[config.mk]
export PLATFORM = sky130hd
export DESIGN_NAME = amc_ctrl
export DESIGN_NICKNAME = d
export VERILOG_FILES = /design/src/sv/amc_pkg.sv /design/src/sv/amc_ctrl.sv
export SDC_FILE = /design/constraint.sdc
export NUM_CORES = 1
export LEC_CHECK = 0
export BUFFER_PORTS_ARGS = -buffer_cell sky130_fd_sc_hd__clkbuf_2
export CAP_MARGIN = 20
export CORE_AREA = 2 2 43 45
export CTS_BUF_LIST = sky130_fd_sc_hd__clkbuf_4
export DETAILED_ROUTE_END_ITERATION = 7
export DIE_AREA = 0 0 45 47
export PLACE_DENSITY_LB_ADDON = 0.2
export SLEW_MARGIN = 40
export SYNTH_ARGS = -nofsm -noshare
export SYNTH_HDL_FRONTEND = slang
export SYNTH_SLANG_ARGS = --single-unit
[constraint.sdc]
create_clock -name clk -period 1.44 [get_ports clk]
set_input_delay 0.144 -clock clk [delete_from_list [all_inputs] [get_ports clk]]
set_output_delay 0.144 -clock clk [all_outputs]
set_load 0.01 [all_outputs]
[src/sv/amc_pkg.sv]
// Shared types and constants of the rectangle move clamp block.
`timescale 1ns / 1ps

package amc_pkg;

  // Width of the table slot field of an input transaction.
  localparam int IDX_WIDTH = 6;

  // Command codes of an input transaction.
  localparam logic CMD_WRITE = 1'b0;
  localparam logic CMD_MOVE  = 1'b1;

  // Commands from the controller to the datapath.
  typedef struct packed {
    logic clear_entry;
    logic write_entry;
    logic load_move;
    logic scan;
    logic clamp;
    logic finish;
  } amc_cmd_t;

  // Status from the datapath to the controller.
  typedef struct packed {
    logic pipe_busy;
    logic out_free;
  } amc_status_t;

endpackage

[src/sv/amc_ctrl.sv]
// Controller state machine: table clearing, writes, table scan and clamp sequencing.
`timescale 1ns / 1ps

module amc_ctrl #(
  parameter int ENTRIES = 64,
  localparam int AW = $clog2(ENTRIES)
) (
  input  logic                 clk,
  input  logic                 rst_n,
  input  logic                 in_valid,
  input  logic                 in_cmd,
  output logic                 in_ready,
  output amc_pkg::amc_cmd_t    cmd,
  output logic [AW-1:0]        addr,
  input  amc_pkg::amc_status_t status
);

  localparam logic [2:0] ST_CLEAR = 3'd0;
  localparam logic [2:0] ST_IDLE  = 3'd1;
  localparam logic [2:0] ST_SCAN  = 3'd2;
  localparam logic [2:0] ST_DRAIN = 3'd3;
  localparam logic [2:0] ST_CLAMP = 3'd4;
  localparam logic [2:0] ST_FINAL = 3'd5;

  logic [2:0]    state_r, state_nxt;
  logic [AW-1:0] addr_r, addr_nxt;
  logic          last;
  logic          in_fire;

  assign last     = (addr_r == AW'(ENTRIES - 1));
  assign in_ready = (state_r == ST_IDLE);
  assign in_fire  = in_valid && in_ready;
  assign addr     = addr_r;

  always_comb begin
    state_nxt = state_r;
    addr_nxt  = addr_r;
    cmd       = '0;
    case (state_r)
      ST_CLEAR: begin
        cmd.clear_entry = 1'b1;
        addr_nxt        = addr_r + 1'b1;
        if (last) begin
          addr_nxt  = '0;
          state_nxt = ST_IDLE;
        end
      end
      ST_IDLE: begin
        if (in_fire) begin
          if (in_cmd == amc_pkg::CMD_MOVE) begin
            cmd.load_move = 1'b1;
            addr_nxt      = '0;
            state_nxt     = ST_SCAN;
          end else begin
            cmd.write_entry = 1'b1;
          end
        end
      end
      ST_SCAN: begin
        cmd.scan = 1'b1;
        addr_nxt = addr_r + 1'b1;
        if (last) begin
          addr_nxt  = '0;
          state_nxt = ST_DRAIN;
        end
      end
      ST_DRAIN: begin
        // Bounds are final once the compare pipeline has emptied.
        if (!status.pipe_busy) begin
          state_nxt = ST_CLAMP;
        end
      end
      ST_CLAMP: begin
        cmd.clamp = 1'b1;
        state_nxt = ST_FINAL;
      end
      ST_FINAL: begin
        if (status.out_free) begin
          cmd.finish = 1'b1;
          state_nxt  = ST_IDLE;
        end
      end
      default: begin
        state_nxt = ST_IDLE;
      end
    endcase
  end

  always_ff @(posedge clk) begin
    if (!rst_n) begin
      state_r <= ST_CLEAR;
      addr_r  <= '0;
    end else begin
      state_r <= state_nxt;
      addr_r  <= addr_nxt;
    end
  end

endmodule

# Word-level counts from Yosys, hierarchy flattened
# Cells that the tools add are included.
dict set report op_classes {
  add_sub_neg 1
  eq_ne 12
  muxes 20
  reduce_logical 6
}
# cell n
set op_table {}
lappend op_table {{$mux W3} 6}
lappend op_table {{$mux W6} 3}
lappend op_table {{$pmux W3 S6} 1}
lappend op_table {{$pmux W6 S2} 1}
lappend op_table {{$ne A2 B2 Y1 const B} 5}
lappend op_table {{$mux W1} 7}
lappend op_table {{$add A6 B1 Y6 const B} 1}
lappend op_table {{$eq A3 B2 Y1 const B} 2}
lappend op_table {{$eq A3 B3 Y1 const B} 2}
lappend op_table {{$eq A6 B6 Y1 const B} 1}
lappend op_table {{$reduce_and A6 Y1} 1}
lappend op_table {{$mux W2} 2}
lappend op_table {{$eq A3 B1 Y1 const B} 1}
lappend op_table {{$logic_not A3 Y1} 1}
lappend op_table {{$reduce_and A3 Y1} 1}
lappend op_table {{$ne A2 B1 Y1 const B} 1}
lappend op_table {{$reduce_bool A2 Y1} 1}
lappend op_table {{$reduce_or A2 Y1} 1}
lappend op_table {{$logic_and A1 B1 Y1} 1}
dict set report word_totals {
  regBits 9
  inputBits 6
  out_inout_bits 13
  elab_cells 41
}

# Depth between registers and ports, before layout
dict set report depth {
  word_depth 4
  mapped_depth 5
  ltp_nobuf 4
}

# Worst setup path after synthesis
# No wires, ideal clock.
dict set report synth_timing {
  path_kind {register to register}
  start {register state_r[0]}
  end {register addr_r[5], in the netlist addr[5]}
  setup_ns 0.073
  arrival_time_ns 1.350
  required_time_ns 1.367
  path_slack_ns 0.017
  stages_incl_launch_ff 6
  path_buffers 2
  period_less_slack_ns 1.423
  cell_sequence {dfxtp_1 > buf_6 > or2_1 > buf_6 > or4_4 > o211ai_2}
}
dict set report synth_via {
  elab_chain_cells 4
  elab_cells_between_ends 10
  classes_between {eq/ne (4); mux (1); reduce/logical (5)}
}
# element line_no
set synth_lines {}
lappend synth_lines {{start, declared} amc_ctrl.sv:25} ;# logic [2:0] state_r, state_nxt;
lappend synth_lines {{start signal, assigned} amc_ctrl.sv:94} ;# state_r <= state_nxt;
lappend synth_lines {{$eq A3 B2 Y1, or another cell as far along} amc_ctrl.sv:39} ;# case (state_r)
lappend synth_lines {{$reduce_or A2 Y1 (no source line) or $logic_and A1 B1 Y1 (tied branches)} n/a}
lappend synth_lines {{$reduce_bool A2 Y1 (no source line) or $ne A2 B1 Y1 (tied branches)} n/a}
lappend synth_lines {{$reduce_and A3 Y1 (no source line)} n/a}
lappend synth_lines {{end signal, assigned} amc_ctrl.sv:95} ;# addr_r <= addr_nxt;
lappend synth_lines {{end, declared} amc_ctrl.sv:26} ;# logic [AW-1:0] addr_r, addr_nxt;
# Parallel ways exist; a longest one is shown, timed or not.
# A chain may end at the register's enable or synchronous reset.

==> impl_metrics.py <==
metrics = {
    "outcome": {
        "status": "finished, violations left",
        "failed_checks": "negative setup slack",
    },
    "timing": {
        "holdWs_ns": 0.191,
        "setup_viol": 1,
        "hold_viol_final": 0,
        "setup_ws_ns": -0.0223,
        "rsz0062_at_grt": "true",
        "fin_crit_sh": 1.02,
        "finClkSkew_ns": 0.00296,
        "tightest_slew_ns": 0.322,
        "min_period_ns": 1.46,
        "slew_viol_final": 0,
        "maxSlewHeadroom": 0.785,
        "fmax_mhz": 684,
    },
    "route": {
        "wl_per_cell_um": 12.1,
        "postRouteAntennaNets": 0,
        "drc_errors": 0,
        "wl_um": 1320,
        "drtPass1Iterations": 4,
        "viasPerCell": 5.49,
        "drt_iter0_drc": 11,
        "vias": 598,
    },
    "pwr": {
        "power_uw": 545,
        "power_density_nw_per_um2": 749,
        "p_leak_uw": 0.000311,
        "irDropWorstVdd_mv": 0.399,
    },
    "synth": {
        "ys_ff_latch": 9,
        "synth_compound_area_frac": 0.216,
        "syn_inst": 67,
        "synth_enable_flop_cells": 0,
        "yosysSeqAreaShare": 0.331,
        "yosys.area_share.adder": 0.0230,
        "syn-cell-area_um2": 544,
        "synth_area_leader_cell": "dfxtp_1",
        "async_reset_ff_frac": 0,
        "synth_top_family_by_area": "simple AND/OR/NAND/NOR gates",
        "synthSimpleGateAreaFrac": 0.347,
        "synth_xor_area_frac": 0,
        "synth_fp_nets": 74,
        "synth_mux_area_frac": 0.0184,
        "synth_top_area_frac": 0.331,
        "synth_area_leaders": "dfxtp_1 (33%), nor2_1 (5.5%), buf_6 (4.1%)",
        "synth.distinct_cells": 33,
        "ys.flop_type": "dfxtp_1",
        "syn-mean-instance-area_um2": 8.12,
        "ys_warn_count": 0,
    },
    "clock_network": {
        "cts_buffers": 3,
        "htree_levels": 1,
        "clock-root-buffer": "clkbuf_4",
        "clkTransAtPathRegs_ns": 0.06,
        "cts_buffer_depth": 2,
        "insertion_delay_ns": 0.27,
        "cts_tree": "built",
        "cts.sinks": 9,
    },
    "run": {
        "cap_violations": 0,
    },
    "worst_setup_path": {
        "rr_startpoint": "addr[0]",
        "crit_start": "state_r[0]",
        "worst_setup_path_start_kind": "flop",
        "critical_path_required_ns": 1.30,
        "critPathMaxFanout": 6,
        "end_kind": "output pin",
        "worstPathArrival_ns": 1.32,
        "path_class": "reg2out",
    },
    "place": {
        "place_congestion": 0.854,
        "port_buffers": 18,
        "dp_slack_ns": 0.0869,
        "hpwl_um": 973,
    },
    "floorplanning": {
        "dieArea_um2": 2120,
        "coreArea_um2": 1650,
        "ioPinCount": 19,
        "die_h_um": 47,
        "fp.dieW_um": 45,
        "start_util": 0.330,
        "rows": 15,
    },
    "global_routing": {
        "grt.total_usage": 0.139,
        "grt_max_degree": 10,
        "grt_pass1_vias": 495,
        "grt_pass1_wl_um": 2130,
        "overflow": 0,
        "antenna_found_initial": 0,
    },
    "cells_and_area": {
        "drive_gt1_frac": 0.391,
        "fillers": 178,
        "n_antenna_cell": 0,
        "area_delta_synth_final_pct": 33.8,
        "final_nets": 100,
    },
    "min_path": {
        "min_path_type": "in2reg",
        "hp-start": "rst_n",
    },
}
==> area by class of cell <==
type                            instances  area, µm²  area share
Sequential cell                         9        186       0.256
Tap cell                               17       21.3      0.0292
Clock buffer                            4       30.0      0.0412
Timing Repair Buffer                   24        135       0.186
Multi-Input combinational cell         53        348       0.478
Inverter                                2       7.51      0.0103
==> cell usage after synthesis, drive strengths merged (2+ instances only) <==
cell type,n
buf,3
o211ai,3
dfxtp,9
nand2b,3
inv,2
or2,2
nand2,6
nand3,4
o21ai,3
nand4,2
a21oi,4
nor2,8
==> stage by stage <==
step	std cells	cell area [µm²]	utilization	TNS (ns)
after floorplan	67	544	-	0
after global placement	104	666	0.403	0
after detailed placement	104	666	0.403	0
after CTS	109	714	0.433	-0.00967
after global routing	109	728	0.441	-0.0945
final	109	728	0.441	-0.0223
==> worst paths after layout <==
path                endpoint  slack, ns  cells past startpoint
setup / recovery      cmd[4]      -0.02                      3
hold / removal    state_r[2]       0.19                      2
setup reg to reg  state_r[0]       0.14                      4
hold reg to reg      addr[0]       0.49                      1
==> kinds of logic after synthesis <==
kind of cell | Yosys count
buf+inv | 5
fa+ha+maj | 1
mux | 1
simple gates | 34
flops | 9
compound gates | 17
==> timing repair <==
action | 4_1_cts | 5_1_grt
pin swaps | 0 | 1
gates resized for setup | 4 | 6
setup buffers | 1 | 0
hold buffers | 0 | 0
setup endpoints to repair | 1 | 4
==> cells in the final DEF, fill, tap and decap left out, types with 3 or more instances in the layout <==
cell	instances
nor2_1	8
nand2_1	6
dfxtp_1	6
clkbuf_4	4
nand3_1	4
buf_4	6
clkbuf_2	16
nand2b_1	3
a21oi_1	4
==> metal layers <==
layer  wire (µm)  GRT usage  share of wire  up-vias
met3          53     0.0231          0.040        2
li1            -          -              -      299
met2         598      0.223           0.45       17
met5           0          0              0        -
met4          27     0.0706          0.020        0
met1         639      0.179           0.48      280
==> registers in the layout, indices dropped and copies added, names as in the netlist <==
| signal | count |
|---|---|
| addr | 6 |
| state_r | 3 |
==> worst max-delay path: stages (launching register included) <==
cell	delay, ns
dfxtp_4	0.37
or2b_4	0.29
nor4b_4	0.23
buf_2	0.16
==> power breakdown <==
| part | total (µW) | internal [µW] | switching, µW |
|---|---|---|---|
| logic | 57.8 | 27.8 | 30.0 |
| clock network | 225 | 126 | 98.9 |
| registers | 263 | 255 | 7.99 |
| total | 545 | 409 | 137 |
No activity file was read; power rests on OpenSTA's default activity.
