`src/sv/amc_pkg.sv`:
```
// Shared types and constants of the rectangle move clamp block.
`timescale 1ns / 1ps

package amc_pkg;

  // Width of the table slot field of an input transaction.
  localparam int IDX_WIDTH = 6;

  // Command codes of an input transaction.
  localparam logic CMD_WRITE = 1'b0;
  localparam logic CMD_MOVE  = 1'b1;

  // Commands from the controller to the datapath.
  typedef struct packed {
    logic clear_entry;
    logic write_entry;
    logic load_move;
    logic scan;
    logic clamp;
    logic finish;
  } amc_cmd_t;

  // Status from the datapath to the controller.
  typedef struct packed {
    logic pipe_busy;
    logic out_free;
  } amc_status_t;

endpackage

```
`src/sv/amc_dp.sv`:
```
// Datapath: rectangle table memory, compare pipeline, bound registers and output register.
`timescale 1ns / 1ps

module amc_dp #(
  parameter int ENTRIES     = 64,
  parameter int TAG_WIDTH   = 8,
  parameter int COORD_WIDTH = 16,
  localparam int AW = $clog2(ENTRIES)
) (
  input  logic                             clk,
  input  logic                             rst_n,
  input  amc_pkg::amc_cmd_t                cmd,
  input  logic [AW-1:0]                    addr,
  output amc_pkg::amc_status_t             status,
  input  logic [amc_pkg::IDX_WIDTH-1:0]    entry_index,
  input  logic signed [COORD_WIDTH-1:0]    pos_x,
  input  logic signed [COORD_WIDTH-1:0]    pos_y,
  input  logic [COORD_WIDTH-2:0]           size_w,
  input  logic [COORD_WIDTH-2:0]           size_h,
  input  logic                             collides,
  input  logic [TAG_WIDTH-1:0]             tag_bits,
  input  logic signed [COORD_WIDTH-1:0]    target_x,
  input  logic signed [COORD_WIDTH-1:0]    target_y,
  input  logic                             out_ready,
  output logic                             out_valid,
  output logic signed [COORD_WIDTH-1:0]    final_x,
  output logic signed [COORD_WIDTH-1:0]    final_y
);

  localparam int C  = COORD_WIDTH;
  localparam int SW = COORD_WIDTH - 1;
  localparam int W  = COORD_WIDTH + 1;
  localparam int T  = TAG_WIDTH;
  localparam int MW = 2 * C + 2 * SW + 1 + T;
  localparam int XW = AW + amc_pkg::IDX_WIDTH;

  // Memory word layout, from the top: left, top, width, height, blocks, tags.
  localparam int O_TAGS = 0;
  localparam int O_BLK  = T;
  localparam int O_H    = T + 1;
  localparam int O_W    = O_H + SW;
  localparam int O_TOP  = O_W + SW;
  localparam int O_LEFT = O_TOP + C;

  localparam logic signed [W-1:0] COORD_MAX = {2'b00, {(C - 1){1'b1}}};

  logic [MW-1:0] mem [ENTRIES];
  logic [MW-1:0] rd_r;
  logic [MW-1:0] wdata;
  logic [AW-1:0] waddr;
  logic          we;
  logic [XW-1:0] idx_ext;
  logic          idx_ok;

  // Mover registers, sign-extended by one bit so that sums are exact.
  logic signed [W-1:0] px_r, py_r, pr_r, pb_r, w_r, h_r, tx_r, ty_r;
  logic [T-1:0]        mtag_r;
  logic signed [W-1:0] maxx_r, minx_r, maxy_r, miny_r;
  logic signed [W-1:0] midx_r, midy_r;

  logic signed [W-1:0] in_px, in_py, in_w, in_h, in_tx, in_ty;

  // Compare pipeline.
  logic                v_rd_r, v_a_r, v_b_r;
  logic signed [W-1:0] rd_ex, rd_ey, rd_ew, rd_eh;
  logic                rd_en;
  logic signed [W-1:0] a_ex_r, a_ey_r, a_er_r, a_eb_r, a_xmax_r, a_ymax_r;
  logic                a_en_r;
  logic                xov, yov, below, above, rgt, lft;
  logic                b_maxx_r, b_minx_r, b_maxy_r, b_miny_r;
  logic signed [W-1:0] b_xmax_r, b_xmin_r, b_ymax_r, b_ymin_r;

  logic signed [W-1:0] fx, fy;
  logic                out_valid_r;
  logic signed [C-1:0] final_x_r, final_y_r;

  // Table write port: clearing pass or write transaction.
  assign idx_ext = XW'(entry_index);
  assign idx_ok  = (idx_ext < XW'(ENTRIES));
  assign we      = cmd.clear_entry || (cmd.write_entry && idx_ok);
  assign waddr   = cmd.clear_entry ? addr : idx_ext[AW-1:0];
  assign wdata   = cmd.clear_entry ? '0
                 : {pos_x, pos_y, size_w, size_h, collides, tag_bits};

  always_ff @(posedge clk) begin
    if (we) begin
      mem[waddr] <= wdata;
    end
  end

  always_ff @(posedge clk) begin
    if (cmd.scan) begin
      rd_r <= mem[addr];
    end
  end

  assign in_px = W'(pos_x);
  assign in_py = W'(pos_y);
  assign in_w  = W'(size_w);
  assign in_h  = W'(size_h);
  assign in_tx = W'(target_x);
  assign in_ty = W'(target_y);

  assign rd_ex = W'($signed(rd_r[O_LEFT +: C]));
  assign rd_ey = W'($signed(rd_r[O_TOP +: C]));
  assign rd_ew = W'(rd_r[O_W +: SW]);
  assign rd_eh = W'(rd_r[O_H +: SW]);
  assign rd_en = rd_r[O_BLK] && ((rd_r[O_TAGS +: T] & mtag_r) == '0);

  assign xov   = (a_ex_r < pr_r) && (px_r < a_er_r);
  assign yov   = (a_ey_r < pb_r) && (py_r < a_eb_r);
  assign below = (a_ey_r >= pb_r);
  assign above = (a_eb_r <= py_r);
  assign rgt   = (a_ex_r >= pr_r);
  assign lft   = (a_er_r <= px_r);

  always_ff @(posedge clk) begin
    if (!rst_n) begin
      v_rd_r <= 1'b0;
      v_a_r  <= 1'b0;
      v_b_r  <= 1'b0;
    end else begin
      v_rd_r <= cmd.scan;
      v_a_r  <= v_rd_r;
      v_b_r  <= v_a_r;
    end
  end

  // Stage A: entry edges and candidate bounds.
  always_ff @(posedge clk) begin
    a_ex_r   <= rd_ex;
    a_ey_r   <= rd_ey;
    a_er_r   <= rd_ex + rd_ew;
    a_eb_r   <= rd_ey + rd_eh;
    a_xmax_r <= rd_ex - w_r;
    a_ymax_r <= rd_ey - h_r;
    a_en_r   <= rd_en;
  end

  // Stage B: overlap and side tests select which bound an entry may tighten.
  always_ff @(posedge clk) begin
    b_maxy_r <= a_en_r && xov && below;
    b_miny_r <= a_en_r && xov && !below && above;
    b_maxx_r <= a_en_r && yov && rgt;
    b_minx_r <= a_en_r && yov && !rgt && lft;
    b_ymax_r <= a_ymax_r;
    b_ymin_r <= a_eb_r;
    b_xmax_r <= a_xmax_r;
    b_xmin_r <= a_er_r;
  end

  // Mover capture, bound updates and the first clamp step.
  always_ff @(posedge clk) begin
    if (cmd.load_move) begin
      px_r   <= in_px;
      py_r   <= in_py;
      pr_r   <= in_px + in_w;
      pb_r   <= in_py + in_h;
      w_r    <= in_w;
      h_r    <= in_h;
      tx_r   <= in_tx;
      ty_r   <= in_ty;
      mtag_r <= tag_bits;
      maxx_r <= (in_tx > in_px) ? in_tx : in_px;
      minx_r <= (in_tx < in_px) ? in_tx : in_px;
      maxy_r <= (in_ty > in_py) ? in_ty : in_py;
      miny_r <= (in_ty < in_py) ? in_ty : in_py;
    end else if (v_b_r) begin
      if (b_maxx_r && (b_xmax_r < maxx_r)) begin
        maxx_r <= b_xmax_r;
      end
      if (b_minx_r && (b_xmin_r > minx_r)) begin
        minx_r <= b_xmin_r;
      end
      if (b_maxy_r && (b_ymax_r < maxy_r)) begin
        maxy_r <= b_ymax_r;
      end
      if (b_miny_r && (b_ymin_r > miny_r)) begin
        miny_r <= b_ymin_r;
      end
    end
    if (cmd.clamp) begin
      midx_r <= (maxx_r < tx_r) ? maxx_r : tx_r;
      midy_r <= (maxy_r < ty_r) ? maxy_r : ty_r;
    end
  end

  // Second clamp step: the minimum bound wins, then saturate at the top of the range.
  assign fx = (minx_r > midx_r) ? minx_r : midx_r;
  assign fy = (miny_r > midy_r) ? miny_r : midy_r;

  always_ff @(posedge clk) begin
    if (cmd.finish) begin
      final_x_r <= (fx > COORD_MAX) ? COORD_MAX[C-1:0] : fx[C-1:0];
      final_y_r <= (fy > COORD_MAX) ? COORD_MAX[C-1:0] : fy[C-1:0];
    end
  end

  always_ff @(posedge clk) begin
    if (!rst_n) begin
      out_valid_r <= 1'b0;
    end else if (cmd.finish) begin
      out_valid_r <= 1'b1;
    end else if (out_ready) begin
      out_valid_r <= 1'b0;
    end
  end

  assign out_valid        = out_valid_r;
  assign final_x          = final_x_r;
  assign final_y          = final_y_r;
  assign status.pipe_busy = v_rd_r || v_a_r || v_b_r;
  assign status.out_free  = !out_valid_r || out_ready;

endmodule

```
`config.mk`:
```
export PLATFORM = sky130hd
export DESIGN_NAME = amc_dp
export DESIGN_NICKNAME = d
export VERILOG_FILES = /design/src/sv/amc_pkg.sv /design/src/sv/amc_dp.sv
export SDC_FILE = /design/constraint.sdc
export NUM_CORES = 2
export LEC_CHECK = 0
export ABC_CLOCK_PERIOD_IN_PS = 6410
export BUFFER_PORTS_ARGS = -buffer_cell sky130_fd_sc_hd__buf_2
export CAP_MARGIN = 20
export CELL_PAD_IN_SITES_DETAIL_PLACEMENT = 0
export CELL_PAD_IN_SITES_GLOBAL_PLACEMENT = 1
export CORE_ASPECT_RATIO = 1.4
export CORE_MARGIN = 2
export CORE_UTILIZATION = 40
export CTS_BUF_LIST = sky130_fd_sc_hd__clkbuf_16
export DETAILED_ROUTE_END_ITERATION = 16
export PLACE_DENSITY_LB_ADDON = 0.12
export SLEW_MARGIN = 20
export SYNTH_ARGS = -nofsm -noshare
export SYNTH_HDL_FRONTEND = slang
export SYNTH_MEMORY_MAX_BITS = 65536
export SYNTH_SLANG_ARGS = --single-unit
```
`constraint.sdc`:
```
create_clock -name clk -period 6.41 [get_ports clk]
set_input_delay 1.282 -clock clk [delete_from_list [all_inputs] [get_ports clk]]
set_output_delay 1.282 -clock clk [all_outputs]
set_load 0.01 [all_outputs]
```
# Word level (Yosys, flattened, before mapping)
# Memories as Yosys holds them, arrays and structs flattened. A register that Yosys moved wholly into a read port is not among the register bits.
# Index checks and enable logic that the tools add are counted.
# totals
ff_bits	447
latch_bits	0
mem_bits_rw	4544
mem_bits_ro	0
input_bits	124
output_inout_bits	35
elab_cells	127
memories	1
# memory_table
name	depth	width	read_ports	rd_ports_with_merged_regs	wr	line	source
mem	64	71	1	1	1	amc_dp.sv:47	logic [MW-1:0] mem [ENTRIES];
# op_classes
n_addsub	6
multipliers	0
n_div	0
magnitude_cmp	23
eq_ne	0
shift	0
muxes	26
bitwise_logic	1
n_reduce_logical	34
# op_table
operator	n
17-bit two-way mux	20
71-bit two-way mux	1
16-bit by 16-bit adder with 17-bit output	4
17-bit > comparator	4
16-bit by 17-bit < comparator with 1-bit output	4
16-bit by 17-bit >= comparator with 1-bit output	2
17-bit by 16-bit > comparator with 1-bit output, second input constant	2
17-bit by 16-bit less-or-equal comparator with 1-bit output	2
17-bit by 16-bit < comparator with 1-bit output	2
17-bit < comparator	2
16-bit by 16-bit subtractor with 17-bit output	2
16-bit > comparator	2
16-bit < comparator	2
1-bit logical AND	16
2-bit nonzero test	6
8-bit bitwise AND	1
8-bit logical NOT	1
2-bit AND reduction	4
6-bit by 7-bit < comparator with 1-bit output, second input constant	1
6-bit two-way mux	1
1-bit logical OR	4
1-bit two-way mux	4
1-bit logical NOT	3

# Depth between registers and ports, before layout
# logic_depth
ltp_word	5
ltp_mapped	12
ltp_nobuf	11

# Worst setup path after synthesis
# Ideal clock, no wire load.
# synth_timing
kind	input to register
start	input port addr[1]
end	memory mem[19][0] (netlist bit) (enable)
setup_ps	501
arrival_ps	5994
t_required_ps	5909
path_slack_ps	-85
cell_stages	9
n_path_buf	4
path_cell_list	clkbuf_1 -> buf_2 -> clkbuf_1 -> clkbuf_1 -> inv_1 -> or3_1 -> o21ai_0 -> nand2_1 -> nor2_1
# synth_via
elab_chain_len	1
# synth_lines
element	line	source
start, declared	amc_dp.sv:13	input logic [AW-1:0] addr,
6-bit two-way mux	amc_dp.sv:81	assign waddr = cmd.clear_entry ? addr : idx_ext[AW-1:0];
end, declared	amc_dp.sv:47	
# Every way passes these cells.

# Worst setup path after layout
# layout_timing
start	register midy_r[8]
end	register final_y_r[13] (netlist: final_y[13]), data pin
# layout_via
elab_chain_len	3
# layout_lines
element	line	source
start, declared	amc_dp.sv:59	logic signed [W-1:0] midx_r, midy_r;
start signal, assigned	amc_dp.sv:184	midy_r <= (maxy_r < ty_r) ? maxy_r : ty_r;
17-bit > comparator	amc_dp.sv:190	assign fy = (miny_r > midy_r) ? miny_r : midy_r;
17-bit two-way mux *	amc_dp.sv:190	
17-bit by 16-bit > comparator with 1-bit output	amc_dp.sv:195	final_y_r <= (fy > COORD_MAX) ? COORD_MAX[C-1:0] : fy[C-1:0];
end signal, assigned	amc_dp.sv:195	
end, declared	amc_dp.sv:75	logic signed [C-1:0] final_x_r, final_y_r;
# Every way passes the cells marked *; elsewhere a longest branch is shown, timed or not.
# A chain may end at the register's enable or synchronous reset.

==> run_results.csv <==
group,metric,value,unit
status,outcome,"completed",
floorplan,die_x,599.5,microns
synth,seq_area_frac_synth,75.66,%
synth,synth_mux_area_share,17.44,%
critical_path,cp_num_buf_inv,2,
pwr,switchingPower,16.34,mW
critical_path,reg2reg_depth,11,
drt,via_per_inst,5.919,
critical_path,timing.rr.start,"midy_r[8]",
critical_path,crit_slowest_cell,"nor3_1",
layout,n_fill_cell,40910,
layout,layout-drive-gt1-share,29.09,%
timing,slew_violations,0,
layout,design_area,0.2283,sq mm
clocking,cts_root_buf,"clkbuf_16",
critical_path,r2r-end,"final_y[13]",
clocking,clk_path_buf_depth,4,
timing,period_needed,4387,ps
drt,ant_nets,0,
place,place.gp.congestion,0.8472,
timing,finalCritPeriodShare,68.44,%
synth,synthTopCellsByArea,"edfxtp_1, mux4_2, ha_1",
global_routing,grt_overflow_total,0,
synth,synthDistinctLibCells,77,
pwr,p_leak,67.47,nW
global_routing,antenna_found_initial,46,
pwr,clockPowerShare,39.6,%
drt,drt_wl_total,622200,microns
global_routing,grt_use_total,24.64,%
clocking,clk_pin_slew,60,ps
synth,synth_nets,9281,
critical_path,cp_data_required_time,7100,ps
layout,seqCellArea,0.1502,sq mm
timing,max-slew-margin-rel,13.42,%
clocking,clock_latency,1050,ps
synth,synth_compound_area_share,1.592,%
synth,synthXorXnorAreaFrac,0.3440,%
drt,wl_per_cell,37.75,microns
synth,synth_cells,8829,
critical_path,cpLargestDelayFamily,"multiplexers",
pwr,pwr-share-comb,7.8,%
critical_path,cp_slowest_stage_delay,690,ps
critical_path,crit_chain,"inv_1 > ha_1 > nand4_1 > nor3_1 > a211o_1 > a221oi_1 > mux2i_1 > a31o_1 > buf_4 > mux2i_4 > o221ai_1",
floorplan,core,0.4950,sq mm
timing,max_freq,227.9,MHz
floorplan,die_y,837.7,microns
run,maxCapViolCount,0,
timing,finalHoldViolCount,0,
global_routing,grt_first_pass_wirelength,844100,microns
floorplan,std_cell_rows,306,
global_routing,grt_start_max_net_pins,130,
layout,stdcell_count,16480,
pwr,power_frac_seq,52.6,%
critical_path,crit_path_end_kind,"flop",
clocking,cts_sinks,5062,
global_routing,grt_pass1_vias,99840,
clocking,htree_levels,5,
clocking,cts_tree,"built",
timing,setup_viol,0,
layout,final_common_cell,"edfxtp_1",
drt,dr.pass1.iters,6,
synth,yosys.area_share.simple,1.473,%
drt,wl_met2,322800,microns
place,hpwl,350300,microns
synth,synth_fa_ha_area_share,2.089,%
floorplan,die-area,0.5021,sq mm
clocking,ctsResizeCount,0,
synth,yosysWarnings,0,
drt,vias,97560,
layout,final_cell_mix,"edfxtp_1, mux4_2, clkbuf_16",
place,placed_cell_area,0.2125,sq mm
place,portBuffers,158,
place,placed_cells,15580,
critical_path,ff2ff_setup_slack,2020,ps
critical_path,critical_path_class,"reg2reg",
drt,drt_iter0_markers,11350,
pwr,ir_worst_vdd,0.2349,mV
clocking,post_cts_buffers,0,
pwr,p_total,71.75,mW
timing,max_slew.worst_pin.slew,1285,ps
pwr,p_int,55.41,mW
critical_path,crit_path_start_kind,"flop",
layout,final_net_count,9898,
timing,rsz0062_at_grt,"no",
synth,async_flop_share,0,%
synth,syn_avg_cell_area,22.49,sq um
layout,synthToLayoutAreaGrowth,14.96,%
clocking,postCtsHoldBufs,0,
synth,ys_ff_latch,5062,
drt,dr.max_layer_used,"met5",
synth,yosysTopAreaCellShare,73.87,%
layout,multiInputGateArea,0.04661,sq mm
pwr,powerDensity,314.3,mW/mm^2
timing,fin_skew,38.86,ps
critical_path,critPathMaxFanout,32,
floorplan,io_pins,159,
floorplan,start_util,40.11,%
synth,ys.flop_type,"edfxtp_1",
drt,drc,0,
worst_hold_path,hp-start,"a_ymax_r[9]",
synth,synth_edf_count,4885,
worst_hold_path,hold_depth,0,
drt,wl_met1,242900,microns
synth,synth_top_family_by_area,"multiplexers",
synth,synth_area_leader_cell,"edfxtp_1",
clocking,cts_inserted_buffers,475,
pwr,swShare,22.78,%
synth,synthesis.area,0.1986,sq mm
drt,dr_wl_met3,36840,microns
critical_path,cp.arrival,5080,ps
worst_hold_path,worstHoldEndpoint,"b_ymax_r[9]",
worst_hold_path,worstHoldPathType,"reg2reg",
-- sequential cells by signal (all words and copies together), names as in the netlist, 17 cells and up --
signal,flops
b_ymax_r,17
a_ymax_r,17
b_xmin_r,17
pb_r,17
midy_r,17
mem,4544
a_eb_r,17
a_er_r,17
b_xmax_r,17
midx_r,17
pr_r,17
maxy_r,17
b_ymin_r,17
maxx_r,17
a_xmax_r,17
minx_r,17
rd_r,71
miny_r,17
-- power by group through the flow --
stage | clock network [mW] | logic [mW] | registers, mW
final | 28.4 | 5.61 | 37.8
after global routing | 30.1 | 6.05 | 37.8
after CTS | 28.9 | 5.67 | 37.8
after detailed placement | 0 | 5.65 | 38.5
after global placement | 0 | 5.50 | 38.5
after floorplan | 0 | 3.43 | 38.3
-- how the worst max path moves through the flow --
stage | start | endpoint | cells past startpoint
global route | midy_r[8] | final_y[13] | 11
finish | midy_r[8] | final_y[13] | 11
floorplan | addr[1] | mem[19][0] | 9
CTS | midy_r[8] | final_y[13] | 11
detailed placement | cmd[5] | mem[34][49] | 6
global placement | cmd[5] | mem[34][49] | 6
-- layer usage --
layer,global-route usage (%),vias to the layer above
li1,-,38510
met1,32.24,54540
met2,43.26,3678
met3,2.979,823
met4,6.892,16
met5,0,-
-- stage by stage --
stage	util [%]	hold slack, ps	TNS, ps	worst slack (ps)
2_1_floorplan	-	309.6	-81480	-85.22
3_3_place_gp	42.66	313.0	0	1238
3_5_place_dp	42.92	312.1	0	1267
4_1_cts	46.04	318.4	0	1956
5_1_grt	46.11	325.4	0	1817
6_report	46.11	313.8	0	2023
-- cell type report --
class                      instances  area share [%]
inverter                         300          0.4966
multi-input combinational       3088           20.42
clock buffer                     484           5.306
clock inverter                   397           1.464
antenna                           11         0.01206
sequential                      5062           65.81
tap                             6622           3.630
timing repair buffer             519           2.857
-- synth_stat cells, drive strengths merged (32+ instances only) --
cell type  count
nand4         39
nand2        102
buf          151
dfxtp        177
nand3         34
a21oi        165
edfxtp      4885
ha           322
inv          300
clkbuf       228
nor2b         75
nor3          34
a21o          51
xnor2         50
nor2         231
o211ai        32
o21ai         68
mux4        1491
mux2i        100
-- cells by family (layout without fill, tap and decap cells) --
| group | Yosys count | in the layout |
|---|---|---|
| AO/OA/AOI/OAI | 481 | 481 |
| XOR/XNOR | 78 | 78 |
| adder cells (fa/ha/maj) | 328 | 328 |
| buffers and inverters | 679 | 1700 |
| flip-flops | 5062 | 5062 |
| multiplexers | 1595 | 1595 |
| other | 0 | 11 |
| AND/OR/NAND/NOR | 606 | 606 |
Power figures use the tool's default switching activity.
